`src/rei_pkg.sv`:
```
`timescale 1ns / 1ps
package rei_pkg;

   localparam int FRAC_BITS = 14;
   localparam int IO_W = 16;
   localparam int PROD_W = 2 * IO_W;

   // largest power of two bounding the rounded step term or the input part
   localparam int STEP_LOG = (PROD_W - 2 - FRAC_BITS > IO_W - 1) ?
                             (PROD_W - 2 - FRAC_BITS) : (IO_W - 1);
   localparam int MAG_W = STEP_LOG + 2;
   localparam int STEP_W = MAG_W + 1;
   localparam int SQ_W = 2 * MAG_W;
   localparam int M2_W = SQ_W + 1;

   // quotient of a^2 * 4^(F+1) by the squared length, never above 4^(F+1)
   localparam int QUO_W = 2 * FRAC_BITS + 3;
   localparam int ROOT_W = FRAC_BITS + 2;
   localparam int RAD_W = 2 * ROOT_W;
   localparam int SQRT_REM_W = ROOT_W + 2;

   localparam int SAT_W = ((ROOT_W > IO_W) ? ROOT_W : IO_W) + 1;
   localparam logic signed [SAT_W-1:0] SAT_HI = SAT_W'((1 <<< (IO_W - 1)) - 1);
   localparam logic signed [SAT_W-1:0] SAT_LO = -SAT_HI - SAT_W'(1);

   localparam logic signed [PROD_W:0] ROUND_HALF = (PROD_W + 1)'(1) <<< (FRAC_BITS - 1);

   localparam int STEP_STAGES = 4;
   localparam int LATENCY = STEP_STAGES + QUO_W + ROOT_W + 1;

   typedef struct packed {
      logic neg;
      logic zero;
   } side_type;

endpackage

```
`src/rei_div.sv`:
```
`timescale 1ns / 1ps
module rei_div (
   input  logic                        clock,
   input  logic                        reset,
   input  logic                        in_valid,
   input  logic [rei_pkg::SQ_W-1:0]    num,
   input  logic [rei_pkg::M2_W-1:0]    den,
   input  rei_pkg::side_type           side_in,
   output logic                        out_valid,
   output logic [rei_pkg::QUO_W-1:0]   quo,
   output rei_pkg::side_type           side_out
);
   import rei_pkg::*;

   // one quotient bit per stage, numerator is num shifted up by 2F+2
   logic [QUO_W-1:0] valid_ff;
   side_type         side_ff  [QUO_W];
   logic [M2_W-1:0]  rem_ff   [QUO_W];
   logic [M2_W-1:0]  den_ff   [QUO_W];
   logic [QUO_W-1:0] quo_ff   [QUO_W];

   logic [M2_W:0]    trial    [QUO_W];
   logic [M2_W-1:0]  den_src  [QUO_W];
   logic [QUO_W-1:0] quo_src  [QUO_W];
   logic             take     [QUO_W];
   logic [M2_W-1:0]  rem_in   [QUO_W];
   logic [QUO_W-1:0] quo_in   [QUO_W];

   always_comb begin
      trial[0]   = (M2_W + 1)'(num);
      den_src[0] = den;
      quo_src[0] = '0;
      for (int k = 1; k < QUO_W; k++) begin
         trial[k]   = {rem_ff[k-1], 1'b0};
         den_src[k] = den_ff[k-1];
         quo_src[k] = quo_ff[k-1];
      end
      for (int k = 0; k < QUO_W; k++) begin
         take[k]   = trial[k] >= {1'b0, den_src[k]};
         rem_in[k] = take[k] ? M2_W'(trial[k] - {1'b0, den_src[k]}) : M2_W'(trial[k]);
         quo_in[k] = {quo_src[k][QUO_W-2:0], take[k]};
      end
   end

   always_ff @(posedge clock) begin
      if (reset) begin
         valid_ff <= '0;
      end else begin
         valid_ff <= {valid_ff[QUO_W-2:0], in_valid};
      end
      side_ff[0] <= side_in;
      for (int k = 1; k < QUO_W; k++) begin
         side_ff[k] <= side_ff[k-1];
      end
      for (int k = 0; k < QUO_W; k++) begin
         rem_ff[k] <= rem_in[k];
         den_ff[k] <= den_src[k];
         quo_ff[k] <= quo_in[k];
      end
   end

   assign out_valid = valid_ff[QUO_W-1];
   assign quo       = quo_ff[QUO_W-1];
   assign side_out  = side_ff[QUO_W-1];

endmodule

```
`config.mk`:
```
export PLATFORM = sky130hd
export DESIGN_NAME = rei_div
export DESIGN_NICKNAME = d
export VERILOG_FILES = /design/src/rei_pkg.sv /design/src/rei_div.sv
export SDC_FILE = /design/constraint.sdc
export NUM_CORES = 2
export LEC_CHECK = 0
export BUFFER_PORTS_ARGS = -buffer_cell sky130_fd_sc_hd__buf_4
export CAP_MARGIN = 10
export CORE_ASPECT_RATIO = 1.1
export CORE_MARGIN = 10
export CORE_UTILIZATION = 34
export DETAILED_ROUTE_END_ITERATION = 10
export GPL_ROUTABILITY_DRIVEN = 1
export PLACE_DENSITY_LB_ADDON = 0.2
export SLEW_MARGIN = 20
export SYNTH_ARGS = -nofsm -noshare
export SYNTH_HDL_FRONTEND = slang
export SYNTH_SLANG_ARGS = --single-unit
```
`constraint.sdc`:
```
create_clock -name clock -period 5.1 [get_ports clock]
set_input_delay 1.02 -clock clock [delete_from_list [all_inputs] [get_ports clock]]
set_output_delay 1.02 -clock clock [all_outputs]
set_load 0.1 [all_outputs]
```
# --- Word level (Yosys, flattened, before mapping) ---
# Memories as Yosys holds them, arrays and structs flattened.
# Cells that the tools add are included.
totals:
  reg_bits: 31
  ram_bits: 3317
  in_bits: 78
  out_inout_bits: 34
  wordCells: 98
  memories: 4
memory_table:
  columns: ["name", "depth", "width", "rd", "rd_ports_with_merged_regs", "write_ports", "line", "source"]
  rows:
  - ["den_ff", 31, 37, 30, 0, 31, "rei_div.sv:19", "logic [M2_W-1:0] den_ff [QUO_W];"]
  - ["rem_ff", 31, 37, 30, 0, 31, "rei_div.sv:18", "logic [M2_W-1:0] rem_ff [QUO_W];"]
  - ["quo_ff", 31, 31, 31, 0, 31, "rei_div.sv:20", "logic [QUO_W-1:0] quo_ff [QUO_W];"]
  - ["side_ff", 31, 2, 31, 0, 31, "rei_div.sv:17", "side_type side_ff [QUO_W];"]
op_classes:
  addsub: 31
  n_lt_le_gt_ge: 31
  n_mux: 31
ops:
  columns: ["cell", "n"]
  rows:
  - ["$mux 37", 31]
  - ["$ge 38x37->1", 30]
  - ["$sub 37x37->37", 30]
  - ["$ge 36x37->1", 1]
  - ["$sub 36x37->37", 1]

# --- Longest topological paths before layout ---
# An unclocked memory read counts as a cell.
depth:
  word_depth: 3
  mapped_depth: 16

# --- Least setup slack after synthesis ---
# OpenSTA, ideal clock, no wires.
synth_path:
  path_type: "input -> register"
  startpoint: "input den[1] in the netlist's numbering"
  endpoint: "memory rem_ff[0][0] in the netlist's numbering"
  setup_ns: 0.128
  arrival_ns: 3.937
  t_required_ns: 4.972
  setup_slack_ns: 1.034
  path_stages: 15
  n_path_buf: 3
  cell_sequence: "inv_1 > ha_1 > nor2b_1 > o31a_1 > o31ai_1 > a21o_1 > a21oi_1 > o31ai_1 > o31ai_1 > a31oi_1 > o21ba_2 > clkbuf_1 > clkbuf_1 > clkbuf_1 > o21ai_0"
synth_rtl:
  columns: ["element", "line", "source"]
  rows:
  - ["start, declared", "rei_div.sv:7", "input logic [rei_pkg::M2_W-1:0] den,"]
  - ["end, declared", "rei_div.sv:18", null]

==> run summary <==
Crit Path Class - flop to flop
Iteration-0 DRC Markers - 5031
Post-synth top flop - dfxtp_1
synth warn - 0
register bit total from synthesis - 2809
CTS tree - built
drt via density - 4.901
DR pass1 iterations - 5
CTS Buf Count - 316
Mapped Cells - 14170
layout cells sized above 1 - 7.870%
worst hold path class - input pin to flop
Detail Placement HPWL - 273.6 mm
Hold Path Depth - 1
die area - 406600 um2
clk sinks - 2809
slew of the pin with the lowest slew margin - 1.098 ns
pin count of the biggest net entering global routing - 65
status - finished clean
vias in the first global route - 96280
r2r setup slk - 0.77 ns
CTS root buffer - clkbuf_16
# IOs - 112
Slowest-stage cell, CP - o21ai_0
Crit. End Element - flop
FP Rows - 237
Max Slew Vio Count - 0
Overall Power - 109.9 mW
max cap viols - 0
Non-Filler Instances - 19610
total placed cells including tap cells - 19040
via count - 96100
setup_tns - 0 ns
Nets - 15590
arrival time worst endpoint - 5.11 ns
depth of the most critical reg-to-reg path - 14
met2 WL - 178.4 mm
crit path cell chain - inv_1 > ha_1 > a21o_1 > or3_1 > o211ai_1 > a21oi_1 > o21ai_0 > a32oi_1 > a31oi_1 > o21ai_1 > o21ai_2 > and2_1 > buf_12 > mux2_2
Final min period - 4.331 ns
async set-or-reset flop fraction in the synthesized netlist - 0%
Final period util - 84.93%
I/O Buffers - 111
Buf/Inv on CP - 2
sequential standard cell area - 56230 um2
post-route ant nets - 0
fill cell count - 38290
multi-input logic area - 66700 um2
M1 WL - 141.8 mm
Worst Path Required - 5.88 ns
all-layer global routing usage - 16.28%
clock-pin slew on the worst setup and hold paths - 0.06 ns
wire per inst - 17.60 um
# setup viols final - 0
cell area power density - 747.0 nW/um2
startpoint class of the critical path - flop
Clock Latency Late Sink - 0.96 ns
Max Fclk - 0.2309 GHz
met3 WL post-DR - 10.80 mm
Min-Delay Startpoint - den[16]
RSZ-0062 raised after global routing - no
CP top delay family - compound AO/OA/AOI/OAI gates
Critical R2R Launch - den_ff[0][488]
Leak Pwr - 68.00 nW
Die W - 608.9 um
Synth cell types - 94
Synth Cell Area - 129700 um2
EDFF count, synth - 0
Hold Path End - den_ff[0][16]
Clock Tree Buf Depth - 4
grt total ovfl - 0
post-CTS sizing - 0
Starting Density - 34.20%
initial antenna violation count - 3
die height - 667.8 um
Crit path largest cell delay - 0.45 ns
post-synthesis sequential area ratio - 43.36%
worst-path fanout max - 31
R2R Path End - rem_ff[0][534]
Post-Route WL - 345.2 mm
clock skew - 0.06803 ns
Avg Synthesized Cell Area - 9.151 um2
final hold violations - 0
first-pass GRT wire length - 537.4 mm
core area - 379300 um2
area added between synthesis and finish - 13.39%
highest metal used - met5
cts hold-fix bufs - 0
GPL Wtd Cong - 0.8655
Post-CTS Setup Bufs - 0
Net Count, Synth - 15430
H-tree level count - 5
Max transition margin - 25.77%
peak supply drop - 0.0003076 V
DR DRC count - 0
[registers in the layout (all words and copies together), names as in the netlist]
signal    count
den_ff     1110
quo_ff      496
rem_ff     1110
side_ff      62
valid_ff     31
[power by group]
group	internal (mW)	switching [mW]
Sequential	29.3	4.55
Combinational	23.0	29.8
Clock	13.7	9.45
[worst reg2reg max path: cells and delay by family, from the launching register on]
family	cells	cell delay [ns]
simple gates	2	0.52
fa+ha+maj	1	0.33
flops	1	0.32
buf+inv	2	0.26
compound gates	8	2.38
mux	1	0.38
[metal layers]
layer,track usage (%),vias up
met5,0,-
met4,6.105,2
met3,2.035,657
met2,31.29,1508
met1,18.19,44670
li1,-,49260
[through the flow]
stage                     util [%]  instance area [um2]  worst slack (ns)  hold slack, ns
after CTS                    38.76               147000            0.6665          0.1058
final                        38.78               147100            0.7687          0.2022
after floorplan                  -               129700             1.034          0.3096
after global placement       35.96               136400            0.6255          0.3096
after global routing         38.78               147100            0.3021          0.1452
after detailed placement     35.96               136400            0.5281          0.3121
[how the worst max path moves through the flow]
stage / startpoint / end / slack, ns / cells past startpoint
finish: den_ff[0][488] / rem_ff[0][534] / 0.77 / 14
global route: rem_ff[1][222] / rem_ff[1][263] / 0.30 / 14
CTS: den_ff[1][228] / rem_ff[1][268] / 0.67 / 13
detailed placement: den[1] / rem_ff[0][23] / 0.53 / 14
global placement: num[1] / rem_ff[0][23] / 0.63 / 13
floorplan: den[1] / rem_ff[0][0] / 1.03 / 15
[placed cells by master (no fill, tap or decap), drive strengths merged, types with 30 or more instances in the layout]
cell type  Yosys  final
dfxtp       2809   2809
inv         1443   1464
a21oi       1192   1192
ha          1145   1145
nand2       1036   1036
o21ai        996    996
nor2         776    776
a21o         676    676
xnor2        526    526
clkbuf       268    421
xor2         392    392
mux2         316    316
nor2b        247    247
nand3        234    234
buf           93    206
o21a         176    176
nand2b       163    163
nor3         159    159
nand4        145    145
and3         127    127
o21bai       119    119
a31oi        111    111
o31ai         99     99
a211oi        81     81
clkinv         0     78
and2          70     70
nor4          57     57
or3           49     49
o211ai        49     49
or2           39     39
a21boi        36     36
a211o         32     32
fa            30     30
[cell families after synthesis]
| family | after synthesis | synth area share (%) |
|---|---|---|
| multiplexers | 344 | 3.006 |
| AO/OA/AOI/OAI | 3898 | 18.67 |
| flip-flops | 2809 | 43.36 |
| adder cells (fa/ha/maj) | 1175 | 11.51 |
| AND/OR/NAND/NOR | 3225 | 11.87 |
| buffers and inverters | 1804 | 5.381 |
| XOR/XNOR | 918 | 6.199 |
[final cells by class]
type | count | area share (%)
Multi-Input combinational cell | 9560 | 45.35
Inverter | 1443 | 3.683
Tap cell | 5019 | 4.270
Timing Repair Buffer | 206 | 1.215
Sequential cell | 2809 | 38.24
Clock inverter | 148 | 1.245
Antenna cell | 2 | 0.003403
Clock buffer | 421 | 5.995
[cells in the mapped netlist, drive strengths merged, types with 93 or more instances]
| library cell | number | area share (%) |
|---|---|---|
| buf | 93 | 0.43 |
| nor3 | 159 | 0.61 |
| nand3 | 234 | 0.90 |
| xnor2 | 526 | 3.6 |
| a21o | 676 | 3.9 |
| a21oi | 1192 | 4.6 |
| and3 | 127 | 0.61 |
| o21ai | 996 | 3.8 |
| inv | 1443 | 4.2 |
| mux2 | 316 | 2.8 |
| a31oi | 111 | 0.54 |
| nand4 | 145 | 0.70 |
| ha | 1145 | 11 |
| clkbuf | 268 | 0.78 |
| xor2 | 392 | 2.6 |
| nand2b | 163 | 0.79 |
| o31ai | 99 | 0.58 |
| nor2b | 247 | 1.2 |
| nor2 | 776 | 2.2 |
| o21a | 176 | 1.0 |
| o21bai | 119 | 0.69 |
| dfxtp | 2809 | 43 |
| nand2 | 1036 | 3.0 |
Power figures use the tool's default switching activity.
