`config.mk`:
```
export PLATFORM = sky130hd
export DESIGN_NAME = rei_sqrt
export DESIGN_NICKNAME = d
export VERILOG_FILES = /design/src/rei_pkg.sv /design/src/rei_sqrt.sv
export SDC_FILE = /design/constraint.sdc
export NUM_CORES = 1
export LEC_CHECK = 0
export ABC_CLOCK_PERIOD_IN_PS = 2800
export BUFFER_PORTS_ARGS = -buffer_cell sky130_fd_sc_hd__clkbuf_2
export CAP_MARGIN = 0
export CORE_UTILIZATION = 54
export DETAILED_ROUTE_END_ITERATION = 6
export HOLD_SLACK_MARGIN = 0.03
export PLACE_DENSITY_LB_ADDON = 0.3
export SYNTH_ARGS = -nofsm -noshare
export SYNTH_HDL_FRONTEND = slang
export SYNTH_SLANG_ARGS = --single-unit
```
`constraint.sdc`:
```
create_clock -name clock -period 2.8 [get_ports clock]
set_input_delay 0.28 -clock clock [delete_from_list [all_inputs] [get_ports clock]]
set_output_delay 0.28 -clock clock [all_outputs]
set_load 0.01 [all_outputs]
```
`src/rei_pkg.sv`:
```
`timescale 1ns / 1ps
package rei_pkg;

   localparam int FRAC_BITS = 14;
   localparam int IO_W = 16;
   localparam int PROD_W = 2 * IO_W;

   // largest power of two bounding the rounded step term or the input part
   localparam int STEP_LOG = (PROD_W - 2 - FRAC_BITS > IO_W - 1) ?
                             (PROD_W - 2 - FRAC_BITS) : (IO_W - 1);
   localparam int MAG_W = STEP_LOG + 2;
   localparam int STEP_W = MAG_W + 1;
   localparam int SQ_W = 2 * MAG_W;
   localparam int M2_W = SQ_W + 1;

   // quotient of a^2 * 4^(F+1) by the squared length, never above 4^(F+1)
   localparam int QUO_W = 2 * FRAC_BITS + 3;
   localparam int ROOT_W = FRAC_BITS + 2;
   localparam int RAD_W = 2 * ROOT_W;
   localparam int SQRT_REM_W = ROOT_W + 2;

   localparam int SAT_W = ((ROOT_W > IO_W) ? ROOT_W : IO_W) + 1;
   localparam logic signed [SAT_W-1:0] SAT_HI = SAT_W'((1 <<< (IO_W - 1)) - 1);
   localparam logic signed [SAT_W-1:0] SAT_LO = -SAT_HI - SAT_W'(1);

   localparam logic signed [PROD_W:0] ROUND_HALF = (PROD_W + 1)'(1) <<< (FRAC_BITS - 1);

   localparam int STEP_STAGES = 4;
   localparam int LATENCY = STEP_STAGES + QUO_W + ROOT_W + 1;

   typedef struct packed {
      logic neg;
      logic zero;
   } side_type;

endpackage

```
`src/rei_sqrt.sv`:
```
`timescale 1ns / 1ps
module rei_sqrt (
   input  logic                         clock,
   input  logic                         reset,
   input  logic                         in_valid,
   input  logic [rei_pkg::QUO_W-1:0]    rad,
   input  rei_pkg::side_type            side_in,
   output logic                         out_valid,
   output logic [rei_pkg::ROOT_W-1:0]   root,
   output rei_pkg::side_type            side_out
);
   import rei_pkg::*;

   // digit-by-digit integer root, one root bit per stage
   logic [ROOT_W-1:0]     valid_ff;
   side_type              side_ff  [ROOT_W];
   logic [SQRT_REM_W-1:0] rem_ff   [ROOT_W];
   logic [ROOT_W-1:0]     root_ff  [ROOT_W];
   logic [RAD_W-1:0]      rad_ff   [ROOT_W];

   logic [SQRT_REM_W-1:0] rem_src  [ROOT_W];
   logic [ROOT_W-1:0]     root_src [ROOT_W];
   logic [RAD_W-1:0]      rad_src  [ROOT_W];
   logic [SQRT_REM_W+1:0] work     [ROOT_W];
   logic [SQRT_REM_W+1:0] trial    [ROOT_W];
   logic                  take     [ROOT_W];
   logic [SQRT_REM_W-1:0] rem_in   [ROOT_W];
   logic [ROOT_W-1:0]     root_in  [ROOT_W];
   logic [RAD_W-1:0]      rad_in   [ROOT_W];

   always_comb begin
      rem_src[0]  = '0;
      root_src[0] = '0;
      rad_src[0]  = RAD_W'(rad);
      for (int k = 1; k < ROOT_W; k++) begin
         rem_src[k]  = rem_ff[k-1];
         root_src[k] = root_ff[k-1];
         rad_src[k]  = rad_ff[k-1];
      end
      for (int k = 0; k < ROOT_W; k++) begin
         work[k]    = {rem_src[k], rad_src[k][RAD_W-1 -: 2]};
         trial[k]   = (SQRT_REM_W + 2)'({root_src[k], 2'b01});
         take[k]    = work[k] >= trial[k];
         rem_in[k]  = take[k] ? SQRT_REM_W'(work[k] - trial[k]) : SQRT_REM_W'(work[k]);
         root_in[k] = {root_src[k][ROOT_W-2:0], take[k]};
         rad_in[k]  = {rad_src[k][RAD_W-3:0], 2'b00};
      end
   end

   always_ff @(posedge clock) begin
      if (reset) begin
         valid_ff <= '0;
      end else begin
         valid_ff <= {valid_ff[ROOT_W-2:0], in_valid};
      end
      side_ff[0] <= side_in;
      for (int k = 1; k < ROOT_W; k++) begin
         side_ff[k] <= side_ff[k-1];
      end
      for (int k = 0; k < ROOT_W; k++) begin
         rem_ff[k]  <= rem_in[k];
         root_ff[k] <= root_in[k];
         rad_ff[k]  <= rad_in[k];
      end
   end

   assign out_valid = valid_ff[ROOT_W-1];
   assign root      = root_ff[ROOT_W-1];
   assign side_out  = side_ff[ROOT_W-1];

endmodule

```
Word-level counts from Yosys, hierarchy flattened
Memories as Yosys holds them, arrays and structs flattened.
Index checks and enable logic that the tools add are counted.
{ "classes": {"addsub": 16, "n_eq_ne": 0, "magnitude_cmp": 16, "n_mux": 16, "reduce_logical": 0, "multipliers": 0, "n_shift": 0, "div": 0, "bitwise_logic": 0} }
{ "op_table": {"columns": ["operator", "count"], "rows": [
  [">= comparator 20 x 18 -> 1 bit", 15],
  ["two-way mux 18 bit", 16],
  ["subtractor 18 bit", 15],
  ["subtractor 1 x 1 -> 2 bit (second input constant)", 1],
  [">= comparator 1 bit (second input constant)", 1]
]} }
{ "totals": {"out_inout_bits": 19, "elab_cells": 53, "input_bits": 36, "ff_bits": 16, "rom_bits": 0, "ramBits": 1056, "latch_bits": 0, "memories": 4} }
{ "mem_list": {"columns": ["memory", "depth", "word_bits", "rd", "rd_ports_with_merged_regs", "wr", "line_no", "source"], "rows": [
  ["rad_ff", 16, 30, 15, 0, 16, "rei_sqrt.sv:19", "logic [RAD_W-1:0] rad_ff [ROOT_W];"],
  ["rem_ff", 16, 18, 15, 0, 16, "rei_sqrt.sv:17", "logic [SQRT_REM_W-1:0] rem_ff [ROOT_W];"],
  ["root_ff", 16, 16, 16, 0, 16, "rei_sqrt.sv:18", "logic [ROOT_W-1:0] root_ff [ROOT_W];"],
  ["side_ff", 16, 2, 16, 0, 16, "rei_sqrt.sv:16", "side_type side_ff [ROOT_W];"]
]} }

Depth between registers and ports, before layout
An unclocked memory read counts as a cell.
{ "logic_depth": {"depth_word": 3, "ltp_mapped": 11, "ltp_nobuf": 10} }

Least setup slack after synthesis
OpenSTA, ideal clock, no wires.
{ "synth_timing": {"path_type": "register to register", "startpoint": "mem root_ff[0][16] (netlist name)", "endpoint": "mem rem_ff[0][52] (netlist name)", "arrival_time_ps": 2461, "slack_ps": 267, "n_path_buf": 0, "setup_time_ps": 72, "path_stages_with_launch": 10, "path_cell_list": "dfxtp_1 inv_1 ha_1 nor2b_1 o21ai_1 or3b_1 or4b_1 or2_1 nor3_1 xor2_1"} }
{ "synth_lines": {"columns": ["element", "line_no"], "rows": [
  ["start, declared", "rei_sqrt.sv:18"],
  ["end, declared", "rei_sqrt.sv:17"]
]} }

==> impl_metrics.csv <==
group,metric,value,unit
logic_synthesis,ys_seq_area_share,57.4,%
global_routing,grt_pass1_wl,68.3,mm
cts,cts_root_buf,"clkbuf_16",
logic_synthesis,muxShareOfSynthArea,1.85,%
logic_synthesis,synthCells,2199,
global_routing,grt_max_degree,29,
floorplan,die_height,210,µm
final_layout,final_nets,2526,
logic_synthesis,synth-simple-area-share,11.6,%
logic_synthesis,ys_types,76,
logic_synthesis,yosysTopAreaCellShare,57.4,%
route,drcViolationCount,0,
power_and_ir_drop,p_int,18.3,mW
logic_synthesis,ys_warn_count,0,
sta,tns,0,ps
global_routing,antenna_found_initial,0,
floorplan,row_count,75,
route,via_per_inst,5.07,
cts,cts_buffers,67,
worst_hold_path,hold_path_class,"primary input to flop",
route,drt_first_pass_iters,5,
route,wl_per_cell,13.6,µm
worst_setup_path,cp_slowest_cell,"or3_1",
logic_synthesis,yosys-top-cells-count,"dfxtp_1 (670), inv_1 (174), nor2_1 (163)",
route,vias,15000,
route,drt_iter0_drc,810,
worst_setup_path,required,3260,ps
worst_setup_path,path_common_cell,"a211oi_1",
sta,fmaxAchievable,377,MHz
worst_setup_path,critPathMaxStageDelay,390,ps
sta,hold_viol,0,
cts,htree_levels,3,
worst_setup_path,critPathLaunchType,"flop",
sta,whs,119,ps
logic_synthesis,synthTopCellsByArea,"dfxtp_1 (57%), ha_1 (8.1%), xnor2_1 (3.7%), xor2_1 (3.3%), a21oi_1 (3.0%)",
worst_setup_path,cp_cell_sequence,"inv_1 -> ha_1 -> a211oi_1 -> nor2_1 -> or3_1 -> a211oi_1 -> nand2_1 -> buf_4 -> mux2_2",
worst_setup_path,crit_family,"compound AO/OA/AOI/OAI gates",
global_routing,grt_overflow_total,0,
route,final_antenna_net_count,0,
floorplan,die_x,210,µm
logic_synthesis,yosysMostFrequentCell,"dfxtp_1",
sta,timing.final.crit_share,94.8,%
sta,max-slew-margin-rel,50.2,%
sta,fin_crit,2660,ps
cts,worst_skew_pair.late_latency,580,ps
logic_synthesis,synth_top_family_by_area,"simple AND/OR/NAND/NOR gates",
cts,post_cts_buffers,0,
sta,tightest_slew,729,ps
final_layout,diodes,0,
route,routed_wl,40.3,mm
floorplan,io_pins,55,
power_and_ir_drop,p_leak,12.5,nW
worst_setup_path,worst-setup-path-type,"flop to flop",
logic_synthesis,synth_seq_cells,670,
sta,rsz0062_at_grt,"no",
global_routing,grt_pass1_vias,14900,
cts,tritoncts,"built",
floorplan,die_area,44100,µm²
placement,place.gp.congestion,0.923,
logic_synthesis,async_flop_share,0,%
power_and_ir_drop,pwr_density_cell,924,nW/µm²
sta,fin_skew,15.6,ps
placement,dpl_cell_area,24300,µm²
global_routing,grtUsageTotal,18.8,%
floorplan,start_util,55.2,%
final_layout,final_area,26900,µm²
logic_synthesis,yosys.area.top_type,"dfxtp_1",
worst_setup_path,end_kind,"flop",
logic_synthesis,syn_area,23300,µm²
logic_synthesis,syn_avg_cell_area,10.6,µm²
floorplan,core,42300,µm²
logic_synthesis,synth_edf_count,0,
worst_setup_path,critical_path_arrival,3110,ps
cts,clk_pin_slew,60,ps
worst_setup_path,critPathMaxFanout,28,
sta,slew_violations,0,
power_and_ir_drop,pwr-share-clk,35.4,%
cts,numClockSinks,670,
logic_synthesis,synth_compound_area_share,10.1,%
logic_synthesis,syn-num-nets,2387,
power_and_ir_drop,seq_power_share,48.5,%
worst_setup_path,path_buf_inv,2,
power_and_ir_drop,comb_power_share,16.1,%
cts,cts.path.max_buffers,3,
run_status,status,"completed",
logic_synthesis,synthAdderAreaFrac,8.15,%
logic_synthesis,synthXorXnorAreaFrac,6.98,%
placement,dp.final_hpwl,29.4,mm
power_and_ir_drop,ir_drop,0.724,mV
logic_synthesis,synth_ff_type,"dfxtp_1",
final_layout,syn_to_final_growth,15.2,%
placement,portBuffers,54,
final_layout,drive_above_1_share,9.43,%
flow_run,drv_cap,0,
power_and_ir_drop,netSwitchingFraction,26.2,%
sta,setup_violations,0,
power_and_ir_drop,netSwitchingPower,6.52,mW
kinds of logic after synthesis:
family / after synthesis
flops: 670
simple gates: 543
compound gates: 387
buf+inv: 221
xor+xnor: 186
fa+ha+maj: 152
mux: 39
other cells: 1
area by class of cell:
cell class                      instances  area [µm²]
Clock buffer                           97        1930
Inverter                              180         676
Timing Repair Buffer                  111         783
Tap cell                              577         722
Sequential cell                       670       13400
Clock inverter                         21         307
Multi-Input combinational cell       1308        9070
Fill cell                            3360       15400
metrics by stage:
step | power [mW] | utilization, % | worst slack, ps | instances
3_3_place_gp | 16.0 | 57.4 | 183 | 2812
4_1_cts | 25.1 | 63.5 | 58.2 | 2964
6_report | 24.9 | 63.6 | 145 | 2964
5_1_grt | 26.2 | 63.6 | 26.4 | 2964
3_5_place_dp | 16.1 | 57.4 | 85.2 | 2812
2_1_floorplan | 15.1 | - | 267 | 2199
power groups by stage:
stage          Sequential, mW  Clock, mW  Combinational (mW)
2_1_floorplan            11.9          0                3.17
3_3_place_gp             12.2          0                3.78
3_5_place_dp             12.3          0                3.88
4_1_cts                  12.1       9.04                3.96
5_1_grt                  12.2       9.47                4.50
6_report                 12.1       8.81                4.00
timing repair:
action                                 CTS  global route
setup endpoints to repair                0            13
hold buffers                            34             0
gates resized for setup                  0             6
endpoints found under the hold margin   34             0
worst paths after layout:
check | from | slack [ps] | to | cells after the start
min reg2reg | rad_ff[0][56]$_DFF_P_ | 320 | rad_ff[0][88]$_DFF_P_ | 0
max reg2reg | root_ff[1][51]$_DFF_P_ | 140 | rem_ff[1][78]$_DFF_P_ | 9
min | reset | 120 | valid_ff[8]$_SDFF_PP0_ | 2
max | root_ff[1][51]$_DFF_P_ | 140 | rem_ff[1][78]$_DFF_P_ | 9
worst register-to-register path, stage by stage (launching register included):
cell	delay, ps
dfxtp_1	320
inv_1	50
ha_1	370
a211oi_1	300
nor2_1	80
or3_1	390
a211oi_1	390
nand2_1	90
buf_4	240
mux2_2	300
layer usage:
metal  wire length [µm]  vias to the layer above  global-route usage, %
met5                  0                        -                      0
met4               1090                        0                   6.85
met3               2120                       86                   4.14
met2              19000                      328                   31.6
met1              18000                     6873                   23.8
li1                   -                     7755                      -
flip-flops by register name, indices dropped and copies added, names as in the netlist:
register  cells
valid_ff     16
side_ff      32
rem_ff      246
root_ff     136
rad_ff      240
cell usage in the layout (no fill, tap or decap), types with 6 or more instances in the layout:
| master | instances |
|---|---|
| mux2_2 | 22 |
| clkbuf_1 | 16 |
| o21ai_0 | 73 |
| o21ai_1 | 32 |
| nand2b_1 | 21 |
| a31oi_1 | 7 |
| nor2_1 | 163 |
| dlygate4sd3_1 | 34 |
| clkinv_2 | 9 |
| a211oi_1 | 18 |
| a21o_1 | 31 |
| xor2_1 | 87 |
| a21oi_1 | 138 |
| xnor2_1 | 99 |
| nor2b_1 | 31 |
| or4_1 | 20 |
| ha_1 | 151 |
| nor4_1 | 28 |
| o21a_1 | 22 |
| buf_4 | 23 |
| dfxtp_1 | 670 |
| nor3_1 | 49 |
| clkbuf_16 | 67 |
| bufinv_16 | 6 |
| o31ai_1 | 7 |
| clkbuf_8 | 14 |
| or3_1 | 20 |
| mux2_1 | 12 |
| nand4_1 | 17 |
| clkbuf_2 | 54 |
| o21bai_1 | 7 |
| inv_1 | 174 |
| o211ai_1 | 12 |
| nand3_1 | 36 |
| and2_1 | 8 |
| nand2_1 | 110 |
Power figures use the tool's default switching activity.
