<file path="src/rei_pkg.sv">
`timescale 1ns / 1ps
package rei_pkg;

   localparam int FRAC_BITS = 14;
   localparam int IO_W = 16;
   localparam int PROD_W = 2 * IO_W;

   // largest power of two bounding the rounded step term or the input part
   localparam int STEP_LOG = (PROD_W - 2 - FRAC_BITS > IO_W - 1) ?
                             (PROD_W - 2 - FRAC_BITS) : (IO_W - 1);
   localparam int MAG_W = STEP_LOG + 2;
   localparam int STEP_W = MAG_W + 1;
   localparam int SQ_W = 2 * MAG_W;
   localparam int M2_W = SQ_W + 1;

   // quotient of a^2 * 4^(F+1) by the squared length, never above 4^(F+1)
   localparam int QUO_W = 2 * FRAC_BITS + 3;
   localparam int ROOT_W = FRAC_BITS + 2;
   localparam int RAD_W = 2 * ROOT_W;
   localparam int SQRT_REM_W = ROOT_W + 2;

   localparam int SAT_W = ((ROOT_W > IO_W) ? ROOT_W : IO_W) + 1;
   localparam logic signed [SAT_W-1:0] SAT_HI = SAT_W'((1 <<< (IO_W - 1)) - 1);
   localparam logic signed [SAT_W-1:0] SAT_LO = -SAT_HI - SAT_W'(1);

   localparam logic signed [PROD_W:0] ROUND_HALF = (PROD_W + 1)'(1) <<< (FRAC_BITS - 1);

   localparam int STEP_STAGES = 4;
   localparam int LATENCY = STEP_STAGES + QUO_W + ROOT_W + 1;

   typedef struct packed {
      logic neg;
      logic zero;
   } side_type;

endpackage

</file>
<file path="src/rei_step.sv">
`timescale 1ns / 1ps
module rei_step (
   input  logic                             clock,
   input  logic                             reset,
   input  logic                             in_valid,
   input  logic signed [rei_pkg::IO_W-1:0]  cos_in,
   input  logic signed [rei_pkg::IO_W-1:0]  sin_in,
   input  logic signed [rei_pkg::IO_W-1:0]  delta_angle,
   output logic                             out_valid,
   output logic [rei_pkg::M2_W-1:0]         mag_sq,
   output logic [rei_pkg::SQ_W-1:0]         num_cos,
   output logic [rei_pkg::SQ_W-1:0]         num_sin,
   output rei_pkg::side_type                side_cos,
   output rei_pkg::side_type                side_sin
);
   import rei_pkg::*;

   // stage 1: products
   logic                     valid1_ff;
   logic signed [IO_W-1:0]   cos1_ff, sin1_ff;
   logic signed [PROD_W-1:0] prod_ds_in, prod_dc_in;
   logic signed [PROD_W-1:0] prod_ds_ff, prod_dc_ff;

   // stage 2: stepped pair
   logic signed [PROD_W:0]   rnd_ds, rnd_dc;
   logic signed [PROD_W:0]   shr_ds, shr_dc;
   logic                     valid2_ff;
   logic signed [STEP_W-1:0] cos2_in, sin2_in;
   logic signed [STEP_W-1:0] cos2_ff, sin2_ff;

   // stage 3: squares
   logic signed [2*STEP_W-1:0] sq_cos_full, sq_sin_full;
   logic                       valid3_ff;
   logic [SQ_W-1:0]            sq_cos_ff, sq_sin_ff;
   logic                       neg_cos3_ff, neg_sin3_ff;

   // stage 4: squared length
   logic [M2_W-1:0] mag_sq_in;
   logic            valid4_ff;
   logic [M2_W-1:0] mag_sq_ff;
   logic [SQ_W-1:0] num_cos_ff, num_sin_ff;
   side_type        side_cos_ff, side_sin_ff;

   assign prod_ds_in = PROD_W'(delta_angle) * PROD_W'(sin_in);
   assign prod_dc_in = PROD_W'(delta_angle) * PROD_W'(cos_in);

   // round to nearest, ties upward
   assign rnd_ds = (PROD_W + 1)'(prod_ds_ff) + ROUND_HALF;
   assign rnd_dc = (PROD_W + 1)'(prod_dc_ff) + ROUND_HALF;
   assign shr_ds = rnd_ds >>> FRAC_BITS;
   assign shr_dc = rnd_dc >>> FRAC_BITS;
   assign cos2_in = STEP_W'(cos1_ff) - STEP_W'(shr_ds);
   assign sin2_in = STEP_W'(sin1_ff) + STEP_W'(shr_dc);

   assign sq_cos_full = (2 * STEP_W)'(cos2_ff) * (2 * STEP_W)'(cos2_ff);
   assign sq_sin_full = (2 * STEP_W)'(sin2_ff) * (2 * STEP_W)'(sin2_ff);

   assign mag_sq_in = M2_W'(sq_cos_ff) + M2_W'(sq_sin_ff);

   always_ff @(posedge clock) begin
      if (reset) begin
         valid1_ff <= 1'b0;
         valid2_ff <= 1'b0;
         valid3_ff <= 1'b0;
         valid4_ff <= 1'b0;
      end else begin
         valid1_ff <= in_valid;
         valid2_ff <= valid1_ff;
         valid3_ff <= valid2_ff;
         valid4_ff <= valid3_ff;
      end
      cos1_ff          <= cos_in;
      sin1_ff          <= sin_in;
      prod_ds_ff       <= prod_ds_in;
      prod_dc_ff       <= prod_dc_in;
      cos2_ff          <= cos2_in;
      sin2_ff          <= sin2_in;
      sq_cos_ff        <= SQ_W'(sq_cos_full);
      sq_sin_ff        <= SQ_W'(sq_sin_full);
      neg_cos3_ff      <= cos2_ff[STEP_W-1];
      neg_sin3_ff      <= sin2_ff[STEP_W-1];
      mag_sq_ff        <= mag_sq_in;
      num_cos_ff       <= sq_cos_ff;
      num_sin_ff       <= sq_sin_ff;
      side_cos_ff.neg  <= neg_cos3_ff;
      side_cos_ff.zero <= (mag_sq_in == '0);
      side_sin_ff.neg  <= neg_sin3_ff;
      side_sin_ff.zero <= (mag_sq_in == '0);
   end

   assign out_valid = valid4_ff;
   assign mag_sq    = mag_sq_ff;
   assign num_cos   = num_cos_ff;
   assign num_sin   = num_sin_ff;
   assign side_cos  = side_cos_ff;
   assign side_sin  = side_sin_ff;

endmodule

</file>
<file path="config.mk">
export PLATFORM = sky130hd
export DESIGN_NAME = rei_step
export DESIGN_NICKNAME = d
export VERILOG_FILES = /design/src/rei_pkg.sv /design/src/rei_step.sv
export SDC_FILE = /design/constraint.sdc
export NUM_CORES = 2
export LEC_CHECK = 0
export ABC_AREA = 1
export ABC_CLOCK_PERIOD_IN_PS = 11800
export BUFFER_PORTS_ARGS = -buffer_cell sky130_fd_sc_hd__buf_2
export CORE_MARGIN = 2
export CORE_UTILIZATION = 30
export CTS_CLUSTER_DIAMETER = 50
export CTS_CLUSTER_SIZE = 12
export DETAILED_ROUTE_END_ITERATION = 12
export GPL_TIMING_DRIVEN = 0
export SYNTH_ARGS = -nofsm -noshare
export SYNTH_HDL_FRONTEND = slang
export SYNTH_SLANG_ARGS = --single-unit
</file>
<file path="constraint.sdc">
create_clock -name clock -period 11.8 [get_ports clock]
set_input_delay 1.18 -clock clock [delete_from_list [all_inputs] [get_ports clock]]
set_output_delay 1.18 -clock clock [all_outputs]
set_load 0.005 [all_outputs]
</file>
======== Yosys cells after proc, flatten, opt, wreduce, memory -nomap -nowiden ========
Index checks and enable logic that the tools add are counted.
word-level totals
  register bits after elaboration ......... 324
  bits of input ports ..................... 51
  output and inout port bits .............. 114
  logic and storage cells ................. 30
cells by class
  add/subtract/negate cells ............... 5
  multipliers ............................. 4
  reductions and logical operators ........ 1
operators with widths
  operator                                                           number
  19-bit by 19-bit multiplier with 36-bit output                     2
  32-bit by 15-bit adder with 33-bit output (second input constant)  2
  16-bit by 16-bit multiplier with 32-bit output                     2
  36-bit by 36-bit adder with 37-bit output                          1
  37-bit zero test                                                   1
  16-bit by 19-bit adder with 19-bit output                          1
  16-bit by 19-bit subtractor with 19-bit output                     1

======== Logic depth before layout (Yosys ltp) ========
  word-level depth ........................ 2
  mapped depth ............................ 31
  depth with buffers taken out ............ 29

======== Worst setup path before layout ========
No wires, ideal clock.
  path kind ............................... input to register
  from .................................... input sin_in[3] (netlist bit)
  to ...................................... register prod_ds_ff[28]
  setup time .............................. 123 ps
  arrival time ............................ 6,593 ps
  required time ........................... 11,677 ps
  slack ................................... 5,084 ps
  stages on the path ...................... 27
  buffers on the path ..................... 2
  path through ............................ clkbuf_1 -> clkbuf_1 -> nand2_1 -> fa_1 -> inv_1 -> fa_1 -> inv_1 -> fa_1 -> inv_1 -> fa_1 -> fa_1 -> inv_1 -> fa_1 -> inv_1 -> ha_1 -> nand2_1 -> nor2_1 -> nor3b_2 -> nand4_1 -> nand3_1 -> nand3_1 -> nand2_1 -> nand3_1 -> and2_1 -> o21ai_2 -> a21oi_1 -> xor2_1
on the way
  longest elaborated chain between the ends .. 1
RTL lines
  item                                            line            text
  start, declared                                 rei_step.sv:7   input logic signed [rei_pkg::IO_W-1:0] sin_in,
  16-bit by 16-bit multiplier with 32-bit output  rei_step.sv:44  assign prod_ds_in = PROD_W'(delta_angle) * PROD_W'(sin_in);
  via prod_ds_in[28]                              rei_step.sv:21  logic signed [PROD_W-1:0] prod_ds_in, prod_dc_in;
  end signal, assigned                            rei_step.sv:74  prod_ds_ff <= prod_ds_in;
  end, declared                                   rei_step.sv:22  logic signed [PROD_W-1:0] prod_ds_ff, prod_dc_ff;
The timed path passes the listed nets, and every way through them passes these cells.
A chain may end at the register's enable or synchronous reset.

======== Final worst setup path ========
  from .................................... register cos2_ff[4]
  to ...................................... register sq_cos_ff[35]
on the way
  longest elaborated chain between the ends .. 1
RTL lines
  item                                            line            text
  start, declared                                 rei_step.sv:29  logic signed [STEP_W-1:0] cos2_ff, sin2_ff;
  start signal, assigned                          rei_step.sv:76  cos2_ff <= cos2_in;
  19-bit by 19-bit multiplier with 36-bit output  rei_step.sv:55  assign sq_cos_full = (2 * STEP_W)'(cos2_ff) * (2 * STEP_W)'(cos2_ff);
  via sq_cos_full[35]                             rei_step.sv:32  logic signed [2*STEP_W-1:0] sq_cos_full, sq_sin_full;
  end signal, assigned                            rei_step.sv:78  sq_cos_ff <= SQ_W'(sq_cos_full);
  end, declared                                   rei_step.sv:34  logic [SQ_W-1:0] sq_cos_ff, sq_sin_ff;
The timed path passes the listed nets, and every way through them passes these cells.

==> key figures <==
Worst setup path
  – CP max-delay cell: fa_1
  – CP cell instances: clkbuf_1 > buf_1 > nand2_1 > fa_1 > fa_1 > inv_1 > fa_1 > fa_1 > fa_1 > inv_1 > fa_1 > inv_1 > ha_1 > ha_1 > nand2_1 > nor2_1 > nand2_1 > or4_1 > o221ai_1 > nand3_1 > nand2_1 > a31oi_1 > xor2_1
  – Crit path required time: 12310 ps
  – Reg2Reg Setup Slack: 3110 ps
  – CP Class: reg -> reg
  – Startpoint Class: register
  – Setup crit end kind: register
  – CP Max Fanout: 10
  – R2R depth: 23
  – Arr. time, crit path: 9200 ps
  – Most common cell on crit path: fa_1
  – CP peak stage delay: 830 ps

Timing
  – RSZ-0062 raised after global routing: no
  – Fin. Hold Viols: 0
  – Crit share post-route: 73.7%
  – Slack of the critical path: 3110 ps
  – Fin Setup TNS: 0 ps
  – Final Setup Violations: 0
  – Slew headroom: 34.8%
  – Max-slew violation count: 0
  – Fmax: 115 MHz
  – Tmin final: 8690 ps
  – Clock skew: 20.1 ps
  – Tightest Pin Transition: 978 ps

Clock tree
  – Post_cts resized: 0
  – Clock Latency Late Sink: 640 ps
  – CTS tree: yes
  – Longest Clk Path Bufs: 3
  – Post-CTS Setup Repair Bufs: 0
  – Num CTS Buffers: 48
  – Clock net sink count: 294
  – Cts hold-fix bufs: 0
  – CTS clk-pin slew, worst paths: 50 ps
  – Root Buffer: clkbuf_16
  – H-tree Lvls: 2

Synthesis
  – Post-synth EDFFs: 0
  – Synthesized flop and latch total: 294
  – Yosys top cell area share: 43.8%
  – Mapped Cells: 6086
  – Avg Inst Size Synth: 8.75 sq um
  – Sequential-to-total area share from yosys stat: 11.1%
  – Synth cell types: 60
  – Primary FF master, synth: dfxtp_1
  – Yosys top cell by area: fa_1
  – Synth area leaders: fa_1 44%, inv_1 13%, ha_1 11%, dfxtp_1 11%, nand2_1 8.2%
  – Synthesized area: 53200 sq um
  – Yosys warns: 0
  – Asr flop ratio synth: 0%
  – Most common cell in the netlist: inv_1
  – Most common library cells after synthesis: 1802 x inv_1, 1169 x nand2_1, 1164 x fa_1, 473 x ha_1, 294 x dfxtp_1

Global route
  – Vias in the first global route: 41800
  – M1 GR Usage: 21.2%
  – Global-route wire length before repair: 231000 um
  – M3 GR Usage: 2.80%
  – Total GRT Usage: 16.5%
  – GRT busiest layer: met2
  – Antenna violations before repair: 13
  – Largest net degree at the start of global routing: 14
  – GRT overflow: 0
  – Met2 Track Usage GR: 28.3%

Place
  – Dpl ws: 3290 ps
  – Placed Area: 57000 sq um
  – Hpwl dp: 127000 um
  – PortBufs: 162
  – GPL Wtd Cong: 0.918

Flow run
  – Max_cap viols: 0

Detailed routing
  – Detail Route Antenna Nets: 0
  – First-pass iteration count of the detailed router: 7
  – Final wirelength: 146000 um
  – Drc violations: 0
  – Drt via density: 4.48
  – WL/cell: 16.9 um
  – DRT iter0 DRCs: 2369
  – Total number of vias: 38900

Worst hold path
  – Hold Path Class: reg -> reg
  – Hold depth: 0

Floorplanning
  – Initial core utilization: 30.2%
  – Core area: 176000 sq um
  – DIE AREA: 181000 sq um
  – Chip height: 425 um
  – # IOs: 165
  – Rows: 154
  – Horiz. Die Dim: 425 um

Cells and area
  – Final instance area: 58600 sq um
  – Fraction of layout cells with a size suffix above 1: 4.83%
  – Layout fillers: 18400
  – Area delta synth->final: 10.1%
  – Final-stage net count: 7987

Run status
  – Status: completed
-- cell usage in the layout, fill, tap and decap left out, types with 6 or more instances in the layout --
master,synthesis,final
a21o_1,13,13
a21oi_1,202,202
a31oi_1,12,12
buf_1,26,26
buf_2,0,162
clkbuf_1,159,163
clkbuf_16,0,48
dfxtp_1,294,294
diode_2,0,10
fa_1,1164,1164
ha_1,473,473
inv_1,1802,1802
inv_6,0,6
inv_8,0,10
nand2_1,1169,1169
nand2_2,11,11
nand3_1,67,67
nand4_1,26,26
nor2_1,164,164
nor2_2,6,6
nor3_1,21,21
o211ai_1,9,9
o21a_1,10,10
o21ai_0,80,80
o21ai_1,11,11
o21bai_1,16,16
o31ai_1,7,7
or2_2,10,10
xnor2_1,98,98
xor2_1,164,164
-- registers in the layout, summed over array words and instances (netlist names), 2 cells and up --
name,flops
mag_sq,37
num_cos,35
num_sin,35
sq_cos_ff,35
sq_sin_ff,35
cos2_ff,19
prod_dc_ff,19
prod_ds_ff,19
sin2_ff,19
cos1_ff,16
sin1_ff,16
side_sin,2
-- path summary, 6_finish.rpt --
check                 startpoint               endpoint
max           cos2_ff[4]$_DFF_P_  sq_cos_ff[35]$_DFF_P_
min          neg_sin3_ff$_DFF_P_    side_sin[1]$_DFF_P_
max reg2reg   cos2_ff[4]$_DFF_P_  sq_cos_ff[35]$_DFF_P_
min reg2reg  neg_sin3_ff$_DFF_P_    side_sin[1]$_DFF_P_
-- layer usage --
layer  part of all wire [%]  vias to the layer above
met1                     41                    19500
li1                       -                    18000
met2                     49                     1217
met4                    3.0                       10
met3                    6.7                      187
met5                  0.042                        -
-- final cells by class --
| type | instances | area, sq um | share of cell area, % |
|---|---|---|---|
| multi-input cells | 3799 | 39900 | 68.0 |
| inverters | 1805 | 6780 | 11.6 |
| flip-flops and latches | 294 | 5890 | 10.0 |
| well taps | 2340 | 2930 | 4.99 |
| clock buffers | 54 | 1240 | 2.12 |
| repair buffers | 162 | 811 | 1.38 |
| plain buffers | 189 | 724 | 1.24 |
| clock inverters | 28 | 367 | 0.625 |
| diodes | 10 | 25.0 | 0.0427 |
-- stage by stage --
step | hold WS (ps) | utilization (%) | std cells
6_report | 324 | 33.2 | 8681
5_1_grt | 338 | 33.2 | 8674
4_1_cts | 328 | 33.2 | 8671
3_5_place_dp | 318 | 32.3 | 8589
3_3_place_gp | 321 | 32.3 | 8589
2_1_floorplan | 310 | - | 6087
-- kinds of logic after synthesis --
logic type               count (synthesis)  synth area share [%]
adder cells (fa/ha/maj)               1637                  54.9
AO/OA/AOI/OAI                          393                  4.23
other                                    1               0.00704
AND/OR/NAND/NOR                       1504                  11.4
XOR/XNOR                               263                  4.34
flip-flops                             294                  11.1
buffers and inverters                 1994                  14.1
-- critical path, delay by kind of cell, from the launching register on --
kind	cells	cell delay (ps)
AO/OA/AOI/OAI	2	750
XOR/XNOR	1	150
adder cells (fa/ha/maj)	8	4150
buffers and inverters	5	1570
flip-flops	1	460
AND/OR/NAND/NOR	7	1440
Power is not shown: default switching activity piles up to over one toggle a cycle in this logic, so the estimate is an artifact.
